--- config.mk ---
export PLATFORM = sky130hd
export DESIGN_NAME = biquad_iir_filter
export DESIGN_NICKNAME = d
export VERILOG_FILES = /design/src/hdl/bqf_pkg.sv /design/src/hdl/biquad_iir_filter.sv
export SDC_FILE = /design/constraint.sdc
export NUM_CORES = 2
export LEC_CHECK = 0
export BUFFER_PORTS_ARGS = -buffer_cell sky130_fd_sc_hd__buf_2
export CORE_ASPECT_RATIO = 1.5
export CORE_MARGIN = 3
export CORE_UTILIZATION = 55
export CTS_BUF_LIST = sky130_fd_sc_hd__clkbuf_8 sky130_fd_sc_hd__clkbuf_16
export CTS_CLUSTER_DIAMETER = 120
export DETAILED_ROUTE_END_ITERATION = 7
export GPL_TIMING_DRIVEN = 0
export PLACE_DENSITY = 0.71
export SLEW_MARGIN = 20
export SYNTH_ARGS = -nofsm -noshare
export SYNTH_HDL_FRONTEND = slang
export SYNTH_SLANG_ARGS = --single-unit
--- constraint.sdc ---
create_clock -name clk_i -period 18.6 [get_ports clk_i]
set_clock_uncertainty 0.2 [all_clocks]
set_input_delay 3.72 -clock clk_i [delete_from_list [all_inputs] [get_ports clk_i]]
set_output_delay 3.72 -clock clk_i [all_outputs]
set_load 0.01 [all_outputs]
--- src/hdl/bqf_pkg.sv ---
package bqf_pkg;

  localparam int SampleW    = 24;
  localparam int CoefW      = 32;
  localparam int StateW     = 48;
  localparam int SampleFrac = SampleW - 1;
  localparam int CoefFrac   = CoefW - 6;
  localparam int StateFrac  = StateW - 8;
  localparam int InShift    = StateFrac - SampleFrac;
  localparam int NumCoefs   = 5;
  localparam int CfgIdxW    = 3;

  localparam int HalfW  = StateW / 2;
  localparam int MulAW  = CoefW + 1;
  localparam int MulBW  = HalfW + 1;
  localparam int MulW   = MulAW + MulBW;
  localparam int AccW   = MulAW + StateW;
  localparam int ShW    = AccW - CoefFrac;
  localparam int YqW    = StateW - InShift;
  localparam int RndW   = YqW + 1;

  localparam logic [CfgIdxW-1:0] RegB0 = CfgIdxW'(0);
  localparam logic [CfgIdxW-1:0] RegB1 = CfgIdxW'(1);
  localparam logic [CfgIdxW-1:0] RegB2 = CfgIdxW'(2);
  localparam logic [CfgIdxW-1:0] RegA1 = CfgIdxW'(3);
  localparam logic [CfgIdxW-1:0] RegA2 = CfgIdxW'(4);

  typedef logic signed [StateW-1:0]  state_t;
  typedef logic signed [CoefW-1:0]   coef_t;
  typedef logic signed [SampleW-1:0] sample_t;

  typedef struct packed {
    logic   ovf;
    state_t val;
  } sat_t;

  localparam state_t StateMax = {1'b0, {(StateW-1){1'b1}}};
  localparam state_t StateMin = {1'b1, {(StateW-1){1'b0}}};
  localparam sample_t SampleMax = {1'b0, {(SampleW-1){1'b1}}};
  localparam sample_t SampleMin = {1'b1, {(SampleW-1){1'b0}}};

  localparam coef_t CoefOne = coef_t'(64'd1 << CoefFrac);

endpackage

--- src/hdl/biquad_iir_filter.sv ---
// Channel  | Handshake               | Payload
// ---------+-------------------------+-------------------------------
// input    | in_valid_i / in_ready_o | sample_in_i
// output   | out_valid_o/out_ready_i | sample_out_o, overflow_o
// config   | cfg_we_i (no wait)      | cfg_index_i, cfg_data_i
//
// After acceptance each sample passes the product steps, a feedback step and a
// final step that registers the result; one shared 33 by 25 bit multiplier
// forms each of the five products in two halves. The input is ready only while
// no sample is in work, so a new sample is taken only once the last is done.
// A result waiting in the output register stalls the final step of the next sample.
// Reset clears the delays and loads b0 with one and the other coefficients with zero.
module biquad_iir_filter
  import bqf_pkg::*;
(
  input  logic                clk_i,
  input  logic                rst_ni,
  input  logic                in_valid_i,
  output logic                in_ready_o,
  input  logic [SampleW-1:0]  sample_in_i,
  output logic                out_valid_o,
  input  logic                out_ready_i,
  output logic [SampleW-1:0]  sample_out_o,
  output logic                overflow_o,
  input  logic                cfg_we_i,
  input  logic [CfgIdxW-1:0]  cfg_index_i,
  input  logic [CoefW-1:0]    cfg_data_i
);

  localparam logic [3:0] StIdle = 4'd0;
  localparam logic [3:0] StP0Lo = 4'd1;
  localparam logic [3:0] StP0Hi = 4'd2;
  localparam logic [3:0] StP1Lo = 4'd3;
  localparam logic [3:0] StP1Hi = 4'd4;
  localparam logic [3:0] StP2Lo = 4'd5;
  localparam logic [3:0] StP2Hi = 4'd6;
  localparam logic [3:0] StP3Lo = 4'd7;
  localparam logic [3:0] StP3Hi = 4'd8;
  localparam logic [3:0] StP4Lo = 4'd9;
  localparam logic [3:0] StP4Hi = 4'd10;
  localparam logic [3:0] StFb   = 4'd11;
  localparam logic [3:0] StDone = 4'd12;

  logic [3:0]            step_q, step_d;
  coef_t                 coef_q [NumCoefs];
  state_t                d1_q, d2_q, y_q, t_q, s_q, prod_q;
  sample_t               x_q;
  logic signed [AccW-1:0] acc_q, acc_d;
  logic                  ovf_q;
  logic                  out_valid_q;
  sample_t               out_sample_q;
  logic                  out_ovf_q;

  logic [CfgIdxW-1:0]    csel;
  logic                  neg_sel, use_y, hi_half, mul_en;
  state_t                opnd, xs;
  logic signed [MulAW-1:0] mul_a;
  logic signed [MulBW-1:0] mul_b;
  logic signed [MulW-1:0]  mul_p;
  state_t                add_a, add_b;
  sat_t                  add_r, sh_r;
  logic signed [ShW-1:0] sh;
  logic signed [RndW-1:0] rnd;
  sample_t               q_out;
  logic                  q_ovf;
  logic                  accept, out_free;

  assign in_ready_o   = (step_q == StIdle);
  assign accept       = in_valid_i & in_ready_o;
  assign out_free     = ~out_valid_q | out_ready_i;
  assign out_valid_o  = out_valid_q;
  assign sample_out_o = out_sample_q;
  assign overflow_o   = out_ovf_q;

  assign xs = {{(StateW-SampleW-InShift){x_q[SampleW-1]}}, x_q, {InShift{1'b0}}};

  always_comb begin
    csel    = RegB0;
    neg_sel = 1'b0;
    use_y   = 1'b0;
    hi_half = 1'b0;
    mul_en  = 1'b1;
    unique case (step_q)
      StP0Lo: csel = RegB0;
      StP0Hi: begin
        csel    = RegB0;
        hi_half = 1'b1;
      end
      StP1Lo: csel = RegB1;
      StP1Hi: begin
        csel    = RegB1;
        hi_half = 1'b1;
      end
      StP2Lo: csel = RegB2;
      StP2Hi: begin
        csel    = RegB2;
        hi_half = 1'b1;
      end
      StP3Lo: begin
        csel    = RegA1;
        neg_sel = 1'b1;
        use_y   = 1'b1;
      end
      StP3Hi: begin
        csel    = RegA1;
        neg_sel = 1'b1;
        use_y   = 1'b1;
        hi_half = 1'b1;
      end
      StP4Lo: begin
        csel    = RegA2;
        neg_sel = 1'b1;
        use_y   = 1'b1;
      end
      StP4Hi: begin
        csel    = RegA2;
        neg_sel = 1'b1;
        use_y   = 1'b1;
        hi_half = 1'b1;
      end
      default: mul_en = 1'b0;
    endcase
  end

  always_comb begin
    logic signed [MulAW-1:0] c_ext;
    c_ext = {coef_q[csel][CoefW-1], coef_q[csel]};
    mul_a = neg_sel ? -c_ext : c_ext;
    opnd  = use_y ? y_q : xs;
    mul_b = hi_half ? {opnd[StateW-1], opnd[StateW-1:HalfW]}
                    : {1'b0, opnd[HalfW-1:0]};
    mul_p = mul_a * mul_b;
    if (hi_half) begin
      acc_d = acc_q + {mul_p[AccW-HalfW-1:0], {HalfW{1'b0}}};
    end else begin
      acc_d = {{(AccW-MulW){mul_p[MulW-1]}}, mul_p};
    end
  end

  always_comb begin
    sh = acc_q[AccW-1:CoefFrac];
    if ((&sh[ShW-1:StateW-1]) || ~(|sh[ShW-1:StateW-1])) begin
      sh_r.ovf = 1'b0;
      sh_r.val = sh[StateW-1:0];
    end else begin
      sh_r.ovf = 1'b1;
      sh_r.val = sh[ShW-1] ? StateMin : StateMax;
    end
  end

  always_comb begin
    logic signed [StateW:0] sum;
    add_a = prod_q;
    add_b = d1_q;
    case (step_q)
      StP4Hi: begin
        add_a = t_q;
        add_b = prod_q;
      end
      StFb: begin
        add_a = t_q;
        add_b = d2_q;
      end
      StDone: begin
        add_a = s_q;
        add_b = prod_q;
      end
      default: begin
        add_a = prod_q;
        add_b = d1_q;
      end
    endcase
    sum = {add_a[StateW-1], add_a} + {add_b[StateW-1], add_b};
    if (sum[StateW] != sum[StateW-1]) begin
      add_r.ovf = 1'b1;
      add_r.val = sum[StateW] ? StateMin : StateMax;
    end else begin
      add_r.ovf = 1'b0;
      add_r.val = sum[StateW-1:0];
    end
  end

  always_comb begin
    logic signed [YqW-1:0] yq;
    yq  = y_q[StateW-1:InShift];
    rnd = {yq[YqW-1], yq} + RndW'(y_q[InShift-1]);
    if ((&rnd[RndW-1:SampleW-1]) || ~(|rnd[RndW-1:SampleW-1])) begin
      q_ovf = 1'b0;
      q_out = rnd[SampleW-1:0];
    end else begin
      q_ovf = 1'b1;
      q_out = rnd[RndW-1] ? SampleMin : SampleMax;
    end
  end

  always_comb begin
    step_d = step_q;
    unique case (step_q)
      StIdle: if (accept) begin
        step_d = StP0Lo;
      end
      StDone: if (out_free) begin
        step_d = StIdle;
      end
      StP0Lo, StP0Hi, StP1Lo, StP1Hi, StP2Lo, StP2Hi,
      StP3Lo, StP3Hi, StP4Lo, StP4Hi, StFb: step_d = step_q + 4'd1;
      default: step_d = StIdle;
    endcase
  end

  always_ff @(posedge clk_i or negedge rst_ni) begin
    if (!rst_ni) begin
      step_q      <= StIdle;
      out_valid_q <= 1'b0;
      ovf_q       <= 1'b0;
      d1_q        <= '0;
      d2_q        <= '0;
      coef_q[0]   <= CoefOne;
      for (int i = 1; i < NumCoefs; i++) begin
        coef_q[i] <= '0;
      end
    end else begin
      step_q <= step_d;
      if (out_valid_q && out_ready_i && (step_q != StDone)) begin
        out_valid_q <= 1'b0;
      end
      if (cfg_we_i && (cfg_index_i < CfgIdxW'(NumCoefs))) begin
        coef_q[cfg_index_i] <= cfg_data_i;
        d1_q <= '0;
        d2_q <= '0;
      end
      if (accept) begin
        ovf_q <= 1'b0;
      end
      unique case (step_q)
        StP1Lo, StP2Lo, StP3Lo, StP4Lo: ovf_q <= ovf_q | sh_r.ovf;
        StP1Hi, StP4Hi: ovf_q <= ovf_q | add_r.ovf;
        StFb: begin
          ovf_q <= ovf_q | sh_r.ovf | add_r.ovf;
          d1_q  <= add_r.val;
        end
        StDone: if (out_free) begin
          d2_q        <= add_r.val;
          out_valid_q <= 1'b1;
        end
        default: begin
        end
      endcase
    end
  end

  always_ff @(posedge clk_i) begin
    if (accept) begin
      x_q <= sample_in_i;
    end
    if (mul_en) begin
      acc_q <= acc_d;
    end
    case (step_q)
      StP1Lo, StP2Lo, StP3Lo, StP4Lo, StFb: prod_q <= sh_r.val;
      default: begin
      end
    endcase
    case (step_q)
      StP1Hi: y_q <= add_r.val;
      StP2Hi: t_q <= prod_q;
      StP3Hi: s_q <= prod_q;
      StP4Hi: t_q <= add_r.val;
      default: begin
      end
    endcase
    if ((step_q == StDone) && out_free) begin
      out_sample_q <= q_out;
      out_ovf_q    <= ovf_q | add_r.ovf | q_ovf;
    end
  end

endmodule

==> impl_metrics.json <==
{
  "status": "complete, no violations",
  "cts_root_buffer": "clkbuf_16",
  "end_kind": "flop",
  "yosysTopAreaCellShare_pct": 27.6,
  "ys_top_cells_by_area": "fa_1, edfxtp_1, dfrtp_1",
  "grt.total_usage_pct": 43.1,
  "synth_nets": 7813,
  "slew_headroom_pct": 10.3,
  "synthAdderAreaFrac_pct": 33.8,
  "worst_slack_ns": 0.690,
  "die_y_um": 415,
  "syn_avg_cell_area_um2": 9.30,
  "num_rows": 149,
  "arrival_ns": 18.08,
  "cap_violations": 0,
  "period_share_pct": 96.3,
  "io_pins": 91,
  "tns_ns": 0,
  "max_stage_delay_ns": 0.74,
  "slowest_stage": "xnor2_1",
  "h-tree-depth": 2,
  "synth_compound_area_share_pct": 12.6,
  "vias_per_cell": 6.13,
  "synthCells": 6599,
  "synth_xor_xnor_area_share_pct": 3.38,
  "floorplan.die_area_um2": 116000,
  "grt_max_degree": 93,
  "dp_hpwl_mm": 202,
  "ys_async_sr_fraction_pct": 46.8,
  "netlist_area_um2": 61300,
  "setup_viol": 0,
  "synth_top_family_by_area": "adder cells",
  "crit_type": "flop to flop",
  "path_buf_inv": 13,
  "drt-total-wl_mm": 248,
  "cts_tree": "built",
  "clock.fmax_mhz": 55.8,
  "cts_buffer_depth": 3,
  "critPathMaxFanout": 10,
  "place_worst_setup_slack_ns": 0.702,
  "start_util_pct": 55.6,
  "grt.overflow.total": 0,
  "cp_common_cell": "fa_1",
  "layout-drive-gt1-share_pct": 7.79,
  "synth_edf_count": 298,
  "synth.mux.area_fraction_pct": 3.53,
  "cts_setup_buffers": 0,
  "clkTransAtPathRegs_ns": 0.07,
  "vias": 50800,
  "ys.flop_type": "edfxtp_1",
  "grt_setup_unrepaired": "false",
  "slew_violations": 0,
  "cts_buffers": 59,
  "drt_pass1_iterations": 6,
  "antenna_found_initial": 10,
  "crit_family": "adder cells",
  "synth_warnings": 0,
  "grt_pass1_vias": 53100,
  "yosysUniqueCellTypes": 86,
  "ys_ff_latch": 560,
  "hold_violations": 0,
  "postCtsHoldBufs": 0,
  "core_area_um2": 110000,
  "postCtsResizedCells": 0,
  "drc": 0,
  "hold_class": "flop to flop",
  "synthSimpleGateAreaFrac_pct": 13.1,
  "nets": 8003,
  "synth.most_common_cell": "inv_1",
  "tightest_slew_ns": 1.35,
  "fillers": 9809,
  "critPathRequiredTime_ns": 18.77,
  "utilization_pct": 60.4,
  "yosysSeqAreaShare_pct": 25.3,
  "area_delta_synth_final_pct": 8.73,
  "clock-sinks": 560,
  "clk_latency_ns": 0.72,
  "fin_crit_ns": 17.91,
  "holdWs_ns": 0.285,
  "startpoint_type": "flop",
  "synth_area_leader_cell": "fa_1",
  "die_width_um": 279,
  "finalWeightedCongestion": 1.08,
  "grt_pass1_wl_mm": 357,
  "drt-wirelength-per-cell_um": 29.9,
  "first_iter_violations": 4321,
  "portBuffers": 90,
  "synth_commonest_cells": "inv_1, fa_1, nand2_1",
  "ant_nets": 0
}
-- metrics by stage --
step | std cells | instance area (um2)
2_1_floorplan | 6599 | 61300
3_3_place_gp | 8123 | 63600
5_1_grt | 8277 | 66700
4_1_cts | 8273 | 66600
6_report | 8281 | 66700
3_5_place_dp | 8161 | 64500
-- worst register-to-register path: cells and delay by family, from the launching register on --
| kind | cells | cell delay [ns] |
|---|---|---|
| compound gates | 13 | 3.24 |
| xor+xnor | 3 | 1.10 |
| fa+ha+maj | 10 | 4.63 |
| buf+inv | 13 | 3.88 |
| flops | 1 | 0.46 |
| simple gates | 13 | 4.08 |
-- layer usage --
| metal | global-route usage, % | share of wire, % | vias up |
|---|---|---|---|
| met5 | 0 | 0.022 | - |
| met4 | 44.3 | 13 | 8 |
| met3 | 9.39 | 7.6 | 1069 |
| met2 | 71.5 | 48 | 2571 |
| met1 | 43.7 | 32 | 25300 |
| li1 | - | - | 21800 |
-- state kept, by name (all words and copies together) (netlist names) --
signal        count
overflow_o        1
prod_q           48
d2_q             48
t_q              48
acc_q            57
sample_out_o     24
out_valid_o       1
ovf_q             1
d1_q             48
y_q              48
step_q            4
x_q              24
coef_q          160
s_q              48
-- placed cells by master (no fill, tap or decap), types with 21 or more instances in the layout --
master     Yosys  final
and3_1        48     47
a31oi_1       56     50
o21ai_0      326    323
a22oi_1       95     95
edfxtp_1     298    298
dfrtp_1      261    261
nand3_1      101    101
xor2_1        89     83
nand2_1      837    837
nor2b_1       22     22
nor3_1        24     22
nor2_1       666    664
xnor2_1      146    137
a21oi_1      257    247
o21a_1        45     45
ha_1         305    305
mux2i_1       26     26
nand4_1       29     29
clkbuf_16      0     59
inv_1       1023   1028
buf_2         26    116
buf_1         25     24
fa_1         845    845
o21bai_1      21     21
a211oi_1      27     27
clkbuf_1     271    262
a21o_1       159    159
nand2b_1      65     65
mux2_2       165    165
o211ai_1      61     61
-- worst paths after layout --
check	from	to	slack, ns	cells past startpoint
min in group asynchronous	rst_ni	d2_q[19]	2.66	1
setup reg to reg	step_q[2]	acc_q[80]	0.69	52
hold reg to reg	d2_q[43]	d2_q[43]	0.28	2
max in group asynchronous	rst_ni	coef_q[95]	14.28	3
setup / recovery	step_q[2]	acc_q[80]	0.69	52
hold / removal	d2_q[43]	d2_q[43]	0.28	2
-- area by class of cell --
cell class                 instances  area, um2  area share (%)
sequential                       560      15500            23.2
antenna                            7       17.5          0.0263
clock buffer                      67       1590            2.38
buffer                           325       1280            1.93
multi-input combinational       4687      41000            61.5
tap                             1434       1790            2.69
timing repair buffer             129       1120            1.68
clock inverter                    45        518           0.777
inverter                        1027       3860            5.78
-- cell families (layout without fill, tap and decap cells) --
logic type | after synthesis | in the layout
AND/OR/NAND/NOR | 1893 | 1893
buffers and inverters | 1352 | 1593
XOR/XNOR | 236 | 236
flip-flops | 560 | 560
multiplexers | 193 | 193
adder cells (fa/ha/maj) | 1150 | 1150
other | 0 | 7
AO/OA/AOI/OAI | 1215 | 1215
Power is not shown: default switching activity piles up to over one toggle a cycle in this logic, so the estimate is an artifact.
